`config.mk`:
```
export PLATFORM = sky130hd
export DESIGN_NAME = sle_cell
export DESIGN_NICKNAME = d
export VERILOG_FILES = /design/src/rtl/sle_pkg.sv /design/src/rtl/sle_cell.sv
export SDC_FILE = /design/constraint.sdc
export NUM_CORES = 1
export LEC_CHECK = 0
export BUFFER_PORTS_ARGS = -buffer_cell sky130_fd_sc_hd__buf_2
export CORE_ASPECT_RATIO = 2
export CORE_MARGIN = 5
export CORE_UTILIZATION = 45
export CTS_CLUSTER_SIZE = 20
export DETAILED_ROUTE_END_ITERATION = 16
export MAX_ROUTING_LAYER = met4
export PLACE_DENSITY = 0.9
export SYNTH_ARGS = -nofsm -noshare
export SYNTH_HDL_FRONTEND = slang
export SYNTH_SLANG_ARGS = --single-unit
```
`constraint.sdc`:
```
create_clock -name clk_i -period 2.46 [get_ports clk_i]
set_input_delay 0.369 -clock clk_i [delete_from_list [all_inputs] [get_ports clk_i]]
set_output_delay 0.369 -clock clk_i [all_outputs]
set_load 0.01 [all_outputs]
```
`src/rtl/sle_pkg.sv`:
```
// Shared types and constants for the sequential list engine.
`default_nettype none

package sle_pkg;

  localparam int unsigned DefCapacity = 64;
  localparam int unsigned GroupSize   = 8;
  localparam int unsigned ModeW       = 2;
  localparam int unsigned PosW        = 7;
  localparam int unsigned ValW        = 32;
  localparam int unsigned LenW        = 7;

  typedef enum logic [ModeW-1:0] {
    ModeInsert = 2'd0,
    ModeDelPos = 2'd1,
    ModeDelVal = 2'd2,
    ModeFind   = 2'd3
  } mode_e;

  typedef enum logic [3:0] {
    StIdle  = 4'b0001,
    StMatch = 4'b0010,
    StScan  = 4'b0100,
    StApply = 4'b1000
  } state_e;

  typedef struct packed {
    logic load;
    logic take_left;
    logic take_right;
    logic live;
  } cell_ctrl_t;

endpackage

`default_nettype wire

```
`src/rtl/sle_cell.sv`:
```
// One list slot: holds an entry, shifts with its neighbors, flags a key match.
`default_nettype none

module sle_cell (
  input  wire logic                     clk_i,
  input  wire logic                     rst_ni,
  input  wire sle_pkg::cell_ctrl_t      ctrl_i,
  input  wire logic [sle_pkg::ValW-1:0] key_i,
  input  wire logic [sle_pkg::ValW-1:0] left_i,
  input  wire logic [sle_pkg::ValW-1:0] right_i,
  output logic      [sle_pkg::ValW-1:0] data_o,
  output logic                          match_o
);

  logic [sle_pkg::ValW-1:0] data_q, data_d;
  logic                     match_q, match_d;

  always_comb begin
    data_d = data_q;
    if (ctrl_i.load) begin
      data_d = key_i;
    end else if (ctrl_i.take_left) begin
      data_d = left_i;
    end else if (ctrl_i.take_right) begin
      data_d = right_i;
    end
    match_d = ctrl_i.live && (data_q == key_i);
  end

  always_ff @(posedge clk_i) begin
    data_q <= data_d;
  end

  always_ff @(posedge clk_i or negedge rst_ni) begin
    if (!rst_ni) begin
      match_q <= 1'b0;
    end else begin
      match_q <= match_d;
    end
  end

  assign data_o  = data_q;
  assign match_o = match_q;

endmodule

`default_nettype wire

```
======== Yosys cells after proc, flatten, opt, wreduce, memory -nomap -nowiden ========
Cells that the tools add are included.
operators by class
  reductions and logical operators ........ 2
  equality and inequality tests ........... 1
  muxes and demuxes ....................... 3
operators with widths
  kind                  count
  32-bit two-way mux    3
  32-bit equality test  1
  3-bit nonzero test    1
  1-bit logical AND     1
word-level totals
  output and inout port bits .............. 33
  word-level logic and storage cells ...... 8
  register bits after elaboration ......... 33

======== Depth between registers and ports, before layout ========
  word-level depth ........................ 3
  depth in mapped cells ................... 4

======== Worst setup path before layout ========
OpenSTA, ideal clock, no wires.
  path kind ............................... input port to flip-flop
  start ................................... input port ctrl_i[3] in the netlist's numbering
  end ..................................... register data_q (netlist bit data_o[0]) (enable)
  stages on the path ...................... 2
  setup slack ............................. 0.692 ns
  data arrival time ....................... 1.378 ns
  path buffers ............................ 1
  library setup time ...................... 0.390 ns
  cells stage by stage .................... clkbuf_1 -> or3_1
on the way
  word-level cells in the longest chain between the ends .. 1
RTL lines
  element                       RTL line        text
  start, declared               sle_cell.sv:7   input wire sle_pkg::cell_ctrl_t ctrl_i,
  3-bit nonzero test (no line)  --
  end signal, assigned          sle_cell.sv:31  data_q <= data_d;
  end, declared                 sle_cell.sv:15  logic [sle_pkg::ValW-1:0] data_q, data_d;
No other way between the ends.
A chain may end at the register's enable or synchronous reset.

======== Worst setup path in the final report ========
  start ................................... register data_q (netlist bit data_o[24])
  end ..................................... register match_q (netlist: match_o)
on the way
  word-level cells in the longest chain between the ends .. 2
RTL lines
  element               RTL line        text
  32-bit equality test  sle_cell.sv:27  match_d = ctrl_i.live && (data_q == key_i);
  1-bit logical AND     sle_cell.sv:27
  named net match_d     sle_cell.sv:16  logic match_q, match_d;
  end signal, assigned  sle_cell.sv:38  match_q <= match_d;
  end, declared         sle_cell.sv:16
The timed path passes the listed nets, and every way through them passes these cells.

==> run metrics <==
gr usage total=0.206; WL/cell=16.3 um; core area=4340 sq um; Top FF cell, synth=edfxtp_1; RSZ-0062 raised after global routing=no; synthesized cell area=2000 sq um; CTS tree=done; Final min period=1.53 ns; peak supply drop=0.000483 V; total number of vias=about 1,900; design area=2830 sq um; worst slew pin tran=0.521 ns; result of the run=finished clean; clk buf depth=2; CP max FO=2; first-pass GRT wire length=just over 9 mm; Worst R2R End=match_o$_DFF_PN0_; Async SR Flop Fraction=0.0303; reg-to-reg slack, setup=0.93 ns; Syn-to-layout area delta=41.2%; final wirelength=about 6.1 mm; Synth area leaders=edfxtp_1, mux2i_1, xor2_1, o21ai_0, nand2_1; Routed Antenna Nets=0; Post-DP Area=approximately 2700 sq um; required time of the worst setup path=2.63 ns; CP Class=register to register; proportion of layout cells with a drive suffix above 1=0.459; Synth Area per Inst=~11 sq um; Post-synth top cells=nand2_1, edfxtp_1, mux2i_1, o21ai_0, xor2_1; max frequency=0.653 GHz; htree depth=2; Rel. slew slack=0.652; pins over their slew limit=0; Synth area leader=edfxtp_1; Synth top area share=0.480; Clock Skew=0.00447 ns; Worst-path clk slew=0.06 ns; Vias per Instance=around 5.1; post-synthesis net count=287; fraction of the cycle the final worst path needs=0.623; most frequent cell after synthesis=nand2_1; Ys Warns=0; Clock Root Buffer=clkbuf_8; reg2reg start=data_o[24]$_DFFE_PP_; die width=roughly 57 um; Worst Path Arrival=1.71 ns; PwrDens=around 550 nW/um^2; DR pass1 iterations=4; vias in the first global route=1,985; Worst Path Buf+Inv=0; Die Height=around 100 um; setup bufs post-CTS=0; R2R cell count=4; Synth cell types=17; Worst Hold Class=input pin to async pin; Hold Vio Cnt, Final=0; Crit path depth=4; initial drt markers=67; largest net degree at the start of global routing=65; total negative slack=0 ns; Placer Congestion=0.840; HPWL after DPL=4.99 mm; Worst-Skew Late Latency=0.28 ns; CP peak stage delay=a little over 0.4 ns; CP endpoint kind=register; register area share after synthesis=0.492; EDFF count, synth=32; Worst path top cell family by delay=simple AND/OR/NAND/NOR gates; Initial Util=0.462; io pins=135; Final Setup Violations=0; smallest hold slack=0.402 ns; antenna violations before repair=0; Setup crit start kind=register; synthesized instance count=185; # clock sinks=33; diode count=0; row count=34; slowest CP cell=edfxtp_1; Synth Register Bits=33; Layout Nets=approximately 420; maximum capacitance violations=0; count of input and output buffers=134; number of buffers created by CTS=5; die area=5970 sq um; crit-path cells=xor2_1, nor4_1, nand4_1, nor4_2; Leak=1.40 nW; GRT overflow=0; DRC=0
-- metal layers --
metal	vias to the layer above	track usage	part of all wire
li1	934	-	-
met3	10	0.0335	0.055
met2	77	0.407	0.60
met5	-	-	0
met1	883	0.181	0.32
met4	0	0.0829	0.024
-- power by group --
part	total (mW)	internal, mW	switching [mW]
Sequential	0.732	0.692	0.0394
Clock	0.440	0.253	0.187
Combinational	0.374	0.179	0.196
-- sequential cells by signal (all words and copies together) (netlist names) --
register,flops
data_o,32
match_o,1
-- logic make-up after synthesis --
kind of cell	share of synthesized area
buffers and inverters	0.0250
AOI/OAI and AO/OA	0.0918
xor gates and xnor gates	0.136
and+or+nand+nor	0.0956
muxes	0.160
DFF	0.492
-- through the flow --
stage          instances  worst slack [ns]   util  power, mW
2_1_floorplan        185             0.692      -      0.922
6_report             374             0.928  0.652       1.55
3_3_place_gp         365             0.731  0.626       1.11
5_1_grt              374             0.834  0.652       1.63
4_1_cts              374             0.881  0.652       1.57
3_5_place_dp         365             0.654  0.626       1.12
-- worst max-delay path by stage --
stage                                    start                  end
after floorplan                      ctrl_i[3]  data_o[0]$_DFFE_PP_
after global placement               ctrl_i[2]  data_o[6]$_DFFE_PP_
after detailed placement             ctrl_i[2]  data_o[2]$_DFFE_PP_
after CTS                 data_o[29]$_DFFE_PP_    match_o$_DFF_PN0_
after global routing      data_o[10]$_DFFE_PP_    match_o$_DFF_PN0_
final                     data_o[24]$_DFFE_PP_    match_o$_DFF_PN0_
-- final cells by class --
cell class	count	area, sq um
Fill cell	390	1510
Sequential cell	33	986
Multi-Input combinational cell	140	967
Timing Repair Buffer	138	703
Clock buffer	7	96.3
Tap cell	54	67.6
Clock inverter	1	5.00
Inverter	1	3.75
-- layout by cell type (no fill, tap or decap), drive strengths merged, types with 4 or more instances in the layout --
| cell type | count |
|---|---|
| nor4 | 7 |
| edfxtp | 32 |
| o21ai | 32 |
| buf | 137 |
| nand2 | 33 |
| xor2 | 27 |
| mux2i | 32 |
| xnor2 | 4 |
| clkbuf | 7 |
-- repair_timing --
| action | CTS | global route |
|---|---|---|
| hold buffers | 1 | 0 |
| gates resized for setup | 0 | 0 |
| endpoints found under the hold margin | 1 | 0 |
Note: power is estimated with default switching activity, not from simulation.
